===== config.mk =====
export PLATFORM = sky130hd
export DESIGN_NAME = radius_nearest_k_selector_top
export DESIGN_NICKNAME = d
export VERILOG_FILES = /design/src/rtl/core/rnks_pkg.sv /design/src/rtl/core/rnks_dpath.sv /design/src/rtl/core/rnks_ctrl.sv /design/src/rtl/core/radius_nearest_k_selector_top.sv
export SDC_FILE = /design/constraint.sdc
export NUM_CORES = 2
export LEC_CHECK = 0
export ABC_AREA = 0
export BUFFER_PORTS_ARGS = -buffer_cell sky130_fd_sc_hd__buf_2
export CAP_MARGIN = 20
export CORE_MARGIN = 8
export CORE_UTILIZATION = 55
export CTS_BUF_LIST = sky130_fd_sc_hd__clkbuf_8
export DETAILED_ROUTE_END_ITERATION = 16
export GPL_TIMING_DRIVEN = 0
export PLACE_DENSITY = 0.77
export SLEW_MARGIN = 20
export SYNTH_ARGS = -nofsm -noshare
export SYNTH_HDL_FRONTEND = slang
export SYNTH_SLANG_ARGS = --single-unit

===== constraint.sdc =====
create_clock -name clk -period 29.6 [get_ports clk]
set_input_delay 5.92 -clock clk [delete_from_list [all_inputs] [get_ports clk]]
set_output_delay 5.92 -clock clk [all_outputs]
set_load 0.01 [all_outputs]

===== src/rtl/core/rnks_pkg.sv =====
// rnks_pkg: shared types and constants of the radius nearest-k selector
`timescale 1ns / 1ps

package rnks_pkg;

	localparam int COORD_W   = 16;   // position field width
	localparam int ID_PORT_W = 16;   // index field width on the ports
	localparam int COUNT_W   = 6;    // kept_count field width

	// commands from the controller to the datapath
	typedef struct packed {
		logic load;        // capture an accepted input item
		logic square;      // register the three axis squares
		logic wr_app;      // append candidate at fill position
		logic wr_evict;    // overwrite farthest slot
		logic ptr_clear;   // reset slot read pointer
		logic ptr_inc;     // advance slot read pointer
		logic rd_en;       // read slot memories at pointer
		logic scan;        // read belongs to a farthest-slot rescan
		logic set_empty;   // present the empty-list marker
		logic clear_run;   // forget the kept list
	} ctrl_cmd_t;

	// status from the datapath to the controller
	typedef struct packed {
		logic self_cand;   // candidate is the query itself
		logic in_range;    // squared distance below one radius squared
		logic full;        // all slots taken
		logic nearer;      // candidate strictly nearer than farthest slot
		logic run_end;     // captured item closes the run
		logic empty;       // nothing kept
		logic ptr_end;     // pointer on the last slot
		logic list_last;   // result on the output is the final one
	} ctrl_sts_t;

endpackage


===== src/rtl/core/rnks_dpath.sv =====
// rnks_dpath: distance arithmetic, slot memories, farthest tracking and result fields
`timescale 1ns / 1ps

module rnks_dpath #(
	parameter int MAX_KEPT   = 32,
	parameter int FRAC_BITS  = 11,
	parameter int INDEX_BITS = 16
) (
	input  logic                               clk,
	input  logic                               arst_n,
	input  rnks_pkg::ctrl_cmd_t                cmd,
	output rnks_pkg::ctrl_sts_t                sts,
	input  logic [rnks_pkg::ID_PORT_W-1:0]     query_index,
	input  logic [rnks_pkg::COORD_W-1:0]       query_x,
	input  logic [rnks_pkg::COORD_W-1:0]       query_y,
	input  logic [rnks_pkg::COORD_W-1:0]       query_z,
	input  logic [rnks_pkg::ID_PORT_W-1:0]     cand_index,
	input  logic [rnks_pkg::COORD_W-1:0]       cand_x,
	input  logic [rnks_pkg::COORD_W-1:0]       cand_y,
	input  logic [rnks_pkg::COORD_W-1:0]       cand_z,
	input  logic                               run_end,
	output logic [rnks_pkg::ID_PORT_W-1:0]     neighbour_id,
	output logic [rnks_pkg::COUNT_W-1:0]       kept_count,
	output logic                               list_empty,
	output logic                               list_last
);

	localparam int SW    = (MAX_KEPT > 1) ? $clog2(MAX_KEPT) : 1;
	localparam int CW    = $clog2(MAX_KEPT + 1);
	localparam int DW    = 2 * FRAC_BITS;
	localparam int CRD   = rnks_pkg::COORD_W;
	localparam int SQ_W  = 2 * CRD;
	localparam int SUM_W = SQ_W + 2;

	function automatic logic [CRD-1:0] abs_diff(input logic [CRD-1:0] a, input logic [CRD-1:0] b);
		return (a >= b) ? (a - b) : (b - a);
	endfunction

	// captured item
	logic [INDEX_BITS-1:0] qid_s1, cid_s1;
	logic [CRD-1:0]        qx_s1, qy_s1, qz_s1, cx_s1, cy_s1, cz_s1;
	logic                  last_s1;

	// squared axis differences
	logic [SQ_W-1:0] sqx_s2, sqy_s2, sqz_s2;
	logic [CRD-1:0]  dx, dy, dz;
	logic [SUM_W-1:0] sum_d;
	logic [DW-1:0]    cand_dsq;

	// slot storage and tracking
	logic [INDEX_BITS-1:0] id_mem   [MAX_KEPT];
	logic [DW-1:0]         dist_mem [MAX_KEPT];
	logic [INDEX_BITS-1:0] rd_id_q;
	logic [DW-1:0]         rd_dist_q;
	logic [SW-1:0]         rd_addr_q;
	logic                  scan_vld_q;
	logic [CW-1:0]         fill_q;
	logic [SW-1:0]         far_slot_q;
	logic [DW-1:0]         far_dist_q;
	logic [SW-1:0]         ptr_q;
	logic                  empty_q;
	logic [SW-1:0]         wr_addr;
	logic                  wr_en;
	logic [CW+rnks_pkg::COUNT_W-1:0] cnt_ext;

	always_ff @(posedge clk or negedge arst_n) begin
		if (!arst_n) begin
			last_s1 <= 1'b0;
		end else if (cmd.load) begin
			last_s1 <= run_end;
		end
	end

	always_ff @(posedge clk) begin
		if (cmd.load) begin
			qid_s1 <= query_index[INDEX_BITS-1:0];
			cid_s1 <= cand_index[INDEX_BITS-1:0];
			qx_s1  <= query_x;
			qy_s1  <= query_y;
			qz_s1  <= query_z;
			cx_s1  <= cand_x;
			cy_s1  <= cand_y;
			cz_s1  <= cand_z;
		end
		if (cmd.square) begin
			sqx_s2 <= SQ_W'(dx) * SQ_W'(dx);
			sqy_s2 <= SQ_W'(dy) * SQ_W'(dy);
			sqz_s2 <= SQ_W'(dz) * SQ_W'(dz);
		end
	end

	assign dx = abs_diff(qx_s1, cx_s1);
	assign dy = abs_diff(qy_s1, cy_s1);
	assign dz = abs_diff(qz_s1, cz_s1);

	assign sum_d    = SUM_W'(sqx_s2) + SUM_W'(sqy_s2) + SUM_W'(sqz_s2);
	assign cand_dsq = sum_d[DW-1:0];

	assign wr_en   = cmd.wr_app | cmd.wr_evict;
	assign wr_addr = cmd.wr_evict ? far_slot_q : fill_q[SW-1:0];

	always_ff @(posedge clk) begin
		if (wr_en) begin
			id_mem[wr_addr]   <= cid_s1;
			dist_mem[wr_addr] <= cand_dsq;
		end
		if (cmd.rd_en) begin
			rd_id_q   <= id_mem[ptr_q];
			rd_dist_q <= dist_mem[ptr_q];
			rd_addr_q <= ptr_q;
		end
	end

	always_ff @(posedge clk or negedge arst_n) begin
		if (!arst_n) begin
			fill_q     <= '0;
			far_slot_q <= '0;
			far_dist_q <= '0;
			ptr_q      <= '0;
			empty_q    <= 1'b0;
			scan_vld_q <= 1'b0;
		end else begin
			scan_vld_q <= cmd.rd_en & cmd.scan;
			if (cmd.ptr_clear) begin
				ptr_q <= '0;
			end else if (cmd.ptr_inc) begin
				ptr_q <= ptr_q + 1'b1;
			end
			if (cmd.clear_run) begin
				fill_q     <= '0;
				far_slot_q <= '0;
				far_dist_q <= '0;
				empty_q    <= 1'b0;
			end else begin
				if (cmd.wr_app) begin
					fill_q <= fill_q + 1'b1;
					// strict compare keeps the earlier slot on a tie
					if (cand_dsq > far_dist_q) begin
						far_dist_q <= cand_dsq;
						far_slot_q <= fill_q[SW-1:0];
					end
				end
				// rescan restarts from zero, far slot kept if nothing beats it
				if (cmd.wr_evict) begin
					far_dist_q <= '0;
				end
				if (scan_vld_q && (rd_dist_q > far_dist_q)) begin
					far_dist_q <= rd_dist_q;
					far_slot_q <= rd_addr_q;
				end
				if (cmd.set_empty) begin
					empty_q <= 1'b1;
				end
			end
		end
	end

	assign sts.self_cand = (qid_s1 == cid_s1);
	assign sts.in_range  = ((sum_d >> DW) == '0);
	assign sts.full      = (fill_q == CW'(MAX_KEPT));
	assign sts.nearer    = (cand_dsq < far_dist_q);
	assign sts.run_end   = last_s1;
	assign sts.empty     = (fill_q == '0);
	assign sts.ptr_end   = (ptr_q == SW'(MAX_KEPT - 1));
	assign sts.list_last = empty_q || (((CW + 1)'(rd_addr_q) + 1'b1) == (CW + 1)'(fill_q));

	assign cnt_ext      = {{rnks_pkg::COUNT_W{1'b0}}, fill_q};
	assign kept_count   = cnt_ext[rnks_pkg::COUNT_W-1:0];
	assign neighbour_id = empty_q ? '0 : rnks_pkg::ID_PORT_W'(rd_id_q);
	assign list_empty   = empty_q;
	assign list_last    = sts.list_last;

endmodule


===== src/rtl/core/rnks_ctrl.sv =====
// rnks_ctrl: sequencing state machine of the radius nearest-k selector
`timescale 1ns / 1ps

module rnks_ctrl (
	input  logic                clk,
	input  logic                arst_n,
	input  logic                in_valid,
	output logic                in_stall,
	output logic                out_valid,
	input  logic                out_stall,
	input  rnks_pkg::ctrl_sts_t sts,
	output rnks_pkg::ctrl_cmd_t cmd
);

	localparam logic [2:0] ST_IDLE      = 3'd0;
	localparam logic [2:0] ST_SQUARE    = 3'd1;
	localparam logic [2:0] ST_DECIDE    = 3'd2;
	localparam logic [2:0] ST_SCAN      = 3'd3;
	localparam logic [2:0] ST_SCAN_TAIL = 3'd4;
	localparam logic [2:0] ST_EMIT_RD   = 3'd5;
	localparam logic [2:0] ST_OUT       = 3'd6;

	logic [2:0] state_q, state_nx;
	logic       keep;

	assign keep = !sts.self_cand && sts.in_range;

	always_ff @(posedge clk or negedge arst_n) begin
		if (!arst_n) begin
			state_q <= ST_IDLE;
		end else begin
			state_q <= state_nx;
		end
	end

	assign in_stall  = (state_q != ST_IDLE);
	assign out_valid = (state_q == ST_OUT);

	always_comb begin
		state_nx = state_q;
		cmd      = '0;
		unique case (state_q)
			ST_IDLE: begin
				if (in_valid) begin
					cmd.load = 1'b1;
					state_nx = ST_SQUARE;
				end
			end
			ST_SQUARE: begin
				cmd.square = 1'b1;
				state_nx   = ST_DECIDE;
			end
			ST_DECIDE: begin
				cmd.ptr_clear = 1'b1;
				if (keep && !sts.full) begin
					cmd.wr_app = 1'b1;
				end
				if (keep && sts.full && sts.nearer) begin
					cmd.wr_evict = 1'b1;
					state_nx     = ST_SCAN;
				end else if (sts.run_end) begin
					state_nx = ST_EMIT_RD;
				end else begin
					state_nx = ST_IDLE;
				end
			end
			ST_SCAN: begin
				cmd.rd_en   = 1'b1;
				cmd.scan    = 1'b1;
				cmd.ptr_inc = 1'b1;
				if (sts.ptr_end) begin
					state_nx = ST_SCAN_TAIL;
				end
			end
			ST_SCAN_TAIL: begin
				// last rescan compare lands on this edge
				cmd.ptr_clear = 1'b1;
				state_nx      = sts.run_end ? ST_EMIT_RD : ST_IDLE;
			end
			ST_EMIT_RD: begin
				if (sts.empty) begin
					cmd.set_empty = 1'b1;
				end else begin
					cmd.rd_en   = 1'b1;
					cmd.ptr_inc = 1'b1;
				end
				state_nx = ST_OUT;
			end
			ST_OUT: begin
				if (!out_stall) begin
					if (sts.list_last) begin
						cmd.clear_run = 1'b1;
						state_nx      = ST_IDLE;
					end else begin
						// fetch the next slot as this item leaves
						cmd.rd_en   = 1'b1;
						cmd.ptr_inc = 1'b1;
					end
				end
			end
			default: begin
				state_nx = ST_IDLE;
			end
		endcase
	end

endmodule


===== src/rtl/core/radius_nearest_k_selector_top.sv =====
// Block usage:
// The input channel (in_valid / in_stall) takes one candidate item per cycle at most;
// each item carries the query index and position, one candidate index and position,
// and run_end on the last candidate of a query. The output channel (out_valid /
// out_stall) delivers the kept neighbour list in slot order, kept_count repeated on
// every item and list_last on the final one, or a single item with list_empty set
// when nothing was kept.
// Items are handled one at a time. A candidate that is appended or rejected holds
// in_stall high through the SQUARE and DECIDE states after acceptance, so the next
// item waits until it is through. A candidate that replaces the farthest slot adds
// the SCAN and SCAN_TAIL states, a rescan of the distance memory one slot per cycle. After
// a run_end item the first result follows the EMIT_RD read, after any rescan; the rest
// follow one per cycle while out_stall is low, the slot memory read one result ahead.
// While out_stall is high the current result holds and no input item is accepted;
// the next run starts once the final result of the list has been taken.
// Reset clears the kept count and farthest-slot tracking; the slot memories need no
// clearing because only slots written in the current run are ever read.
`timescale 1ns / 1ps

module radius_nearest_k_selector_top #(
	parameter int MAX_KEPT   = 32,
	parameter int FRAC_BITS  = 11,
	parameter int INDEX_BITS = 16
) (
	input  logic        clk,
	input  logic        arst_n,
	input  logic        in_valid,
	output logic        in_stall,
	input  logic [15:0] query_index,
	input  logic [15:0] query_x,
	input  logic [15:0] query_y,
	input  logic [15:0] query_z,
	input  logic [15:0] cand_index,
	input  logic [15:0] cand_x,
	input  logic [15:0] cand_y,
	input  logic [15:0] cand_z,
	input  logic        run_end,
	output logic        out_valid,
	input  logic        out_stall,
	output logic [15:0] neighbour_id,
	output logic [5:0]  kept_count,
	output logic        list_empty,
	output logic        list_last
);

	rnks_pkg::ctrl_cmd_t cmd;
	rnks_pkg::ctrl_sts_t sts;

	rnks_ctrl u_ctrl (
		.clk       (clk),
		.arst_n    (arst_n),
		.in_valid  (in_valid),
		.in_stall  (in_stall),
		.out_valid (out_valid),
		.out_stall (out_stall),
		.sts       (sts),
		.cmd       (cmd)
	);

	rnks_dpath #(
		.MAX_KEPT   (MAX_KEPT),
		.FRAC_BITS  (FRAC_BITS),
		.INDEX_BITS (INDEX_BITS)
	) u_dpath (
		.clk          (clk),
		.arst_n       (arst_n),
		.cmd          (cmd),
		.sts          (sts),
		.query_index  (query_index),
		.query_x      (query_x),
		.query_y      (query_y),
		.query_z      (query_z),
		.cand_index   (cand_index),
		.cand_x       (cand_x),
		.cand_y       (cand_y),
		.cand_z       (cand_z),
		.run_end      (run_end),
		.neighbour_id (neighbour_id),
		.kept_count   (kept_count),
		.list_empty   (list_empty),
		.list_last    (list_last)
	);

	// no item enters while a list is being delivered
	a_no_accept_during_output: assert property (@(posedge clk) disable iff (!arst_n)
		(in_valid && !in_stall) |-> !out_valid)
		else $error("item accepted while a result is pending");

	// the empty marker is a single final item with zero count
	a_empty_marker: assert property (@(posedge clk) disable iff (!arst_n)
		(out_valid && list_empty) |-> (list_last && kept_count == '0 && neighbour_id == '0))
		else $error("malformed empty marker");

	// append and evict never write the slot memories together
	a_single_write: assert property (@(posedge clk) disable iff (!arst_n)
		!(cmd.wr_app && cmd.wr_evict))
		else $error("append and evict in the same cycle");

	// delivery stops after the final item of a list
	a_list_closes: assert property (@(posedge clk) disable iff (!arst_n)
		(out_valid && !out_stall && list_last) |=> (!out_valid && !in_stall))
		else $error("output continues after final item");

endmodule

==> flow_summary.yaml <==
sta:
  tns_ps: 0
  setup-violations-final: 0
  min_period_over_period: 0.392
  hold_viol: 0
  period_minus_slack_ps: 11600
  slew_violations: 0
  tightest_slew_ps: 1190
  rsz0062_at_grt: "no"
  fmax_ghz: 0.0862
  fin_skew_ps: 93.9
  maxSlewHeadroom: 0.205
placed_design:
  placedCellCount: 8395
  place_hpwl_mm: 158
  finalWeightedCongestion: 0.915
  placed_area_sq_um: 92100
  io_buffers: 158
cells_and_area:
  layout_common_cells: "edfxtp_1, inv_1, ha_1"
  fin_area_sq_um: 96700
  fin_util: 0.613
  final_nets: 7693
  drive_gt1_frac: 0.185
  layout_commonest_cell: "edfxtp_1"
  syn_to_final_growth_pct: 11.4
  nFillCells: 11313
  fin_cells: 8828
critical_path:
  crit_path_start_kind: "flip-flop"
  worstReg2RegStart: "u_dpath.qx_s1[7]"
  crit_fanout: 10
  cp.required_ps: 30230
  worst-setup-path-type: "reg -> reg"
  cp_slowest_cell: "xnor2_1"
  slowest_delay_ps: 970
  critical_path.most_common_cell: "fa_1"
  cp.arrival_ps: 12230
  cp-end-kind: "flip-flop"
  cp-startpoint: "u_dpath.qx_s1[7]"
clock_tree:
  postCtsHoldBufs: 0
  clock-sinks: 1524
  numCtsBuffers: 233
  cts_tree: "built"
  clk_path_buf_depth: 3
  clkTransAtPathRegs_ps: 60
  cts_setup_buffers: 0
  clock_latency_ps: 970
  clockRootBuffer: "clkbuf_8"
  cts_max_level: 4
  post_cts_resized: 0
routing:
  postRouteAntennaNets: 0
  wl_per_cell_microns: 24.1
  drc: 0
  drtIter0Drc: 5295
  dr.pass1.iters: 6
  via_count: 52412
  vias_per_cell: 5.94
  wl_mm: 213
grt:
  grt_overflow: 0
  grt_max_degree: 54
  grt_pass1_vias: 54620
  antenna_found_initial: 5
  grt_use_total: 0.249
  grt_pass1_wl_mm: 321
floorplan:
  ios: 159
  initial_core_util: 0.551
  die_h_microns: 413
  dieArea_sq_um: 171000
  core_sq_um: 158000
  rows: 146
  fp.dieW_microns: 413
yosys:
  ys_ff_latch: 1524
  syn_area_sq_um: 86800
  syn_inst: 5977
  ys_types: 96
  ys_seq_area_frac: 0.525
  synth_edf_count: 1480
  synth_warnings: 0
  post-synth-top-area-fraction: 0.512
  syn-num-nets: 7104
  synth_area_leaders: "edfxtp_1, fa_1, mux4_2"
  synth_area_per_cell_sq_um: 14.5
  ys.flop_type: "edfxtp_1"
  synth_area_leader_cell: "edfxtp_1"
  ys_async_sr_fraction: 0.0289
worst_hold_path:
  hp-start: "u_dpath.ptr_q[3]"
  hp-class: "reg -> reg"
job:
  cap_violations: 0
run_status:
  status: "completed"
## cell usage after synthesis, types with 44 or more instances
cell type  count
xor2_1        76
ha_1         500
nand2b_1      45
nor2_1       268
nand2_1      320
nand3_1       52
nor3_1        76
nor2b_1       61
a21oi_1      192
mux4_2       380
inv_1        889
xnor2_1      147
a21o_1       107
edfxtp_1    1480
and2_1        44
fa_1         494
clkbuf_1     163
dfrtp_1       44
o21ai_0       96
mux2_2        59
## state kept, by name, indices dropped and copies added (netlist names), 22 cells and up
| name | flops |
|---|---|
| u_dpath.far_dist_q | 22 |
| u_dpath.dist_mem | 704 |
| u_dpath.rd_dist_q | 22 |
| u_dpath.sqy_s2 | 31 |
| u_dpath.id_mem | 512 |
| u_dpath.sqx_s2 | 31 |
| u_dpath.sqz_s2 | 31 |
## per-layer routing
| layer | part of all wire | track usage | vias to the layer above |
|---|---|---|---|
| met5 | 0.00018 | 0 | - |
| met4 | 0.043 | 0.0978 | 4 |
| met3 | 0.091 | 0.0512 | 543 |
| met2 | 0.50 | 0.425 | 2758 |
| met1 | 0.37 | 0.312 | 26380 |
| li1 | - | - | 22727 |
## worst max-delay path, delay by kind of cell (launching register included)
family / cells / cell delay (ps)
fa+ha+maj: 8 / 3610
buf+inv: 7 / 1340
simple gates: 6 / 1330
compound gates: 11 / 3400
xor+xnor: 2 / 1140
flops: 1 / 420
## path summary, 6_finish.rpt
check                           slack (ps)  cells past startpoint                      to
worst max-delay path                 18000                     34      u_dpath.sqx_s2[31]
worst min-delay path                   480                      0    u_dpath.rd_addr_q[3]
worst max register to register       18000                     34      u_dpath.sqx_s2[31]
worst min register to register         480                      0    u_dpath.rd_addr_q[3]
max in group asynchronous            24120                      1  u_dpath.far_dist_q[21]
min in group asynchronous             4970                      1         u_dpath.last_s1
## final cells by class
class / instances / area [sq um] / area share
clock buffers: 238 / 3280 / 0.0339
diodes: 2 / 5.00 / 0.0000518
inverters: 899 / 3380 / 0.0349
well taps: 2072 / 2590 / 0.0268
multi-input cells: 3346 / 37300 / 0.385
clock inverters: 185 / 1200 / 0.0124
repair buffers: 354 / 2590 / 0.0268
flip-flops and latches: 1524 / 45500 / 0.471
plain buffers: 208 / 860 / 0.00889
## through the flow
step / hold WS (ps) / setup slack (ps)
detailed placement: 430 / 18180
finish: 475 / 18000
floorplan: 423 / 20020
global placement: 435 / 15270
global route: 485 / 17330
CTS: 467 / 18130
## logic make-up after synthesis
group	share of synthesized area
flip-flops	0.525
buffers and inverters	0.0484
adder cells (fa/ha/maj)	0.186
AND/OR/NAND/NOR	0.0537
AO/OA/AOI/OAI	0.0552
multiplexers	0.109
XOR/XNOR	0.0227
Power is left out: the tool's default activity adds up to more than one toggle a clock period on the data nets, which glitch-free logic cannot reach.
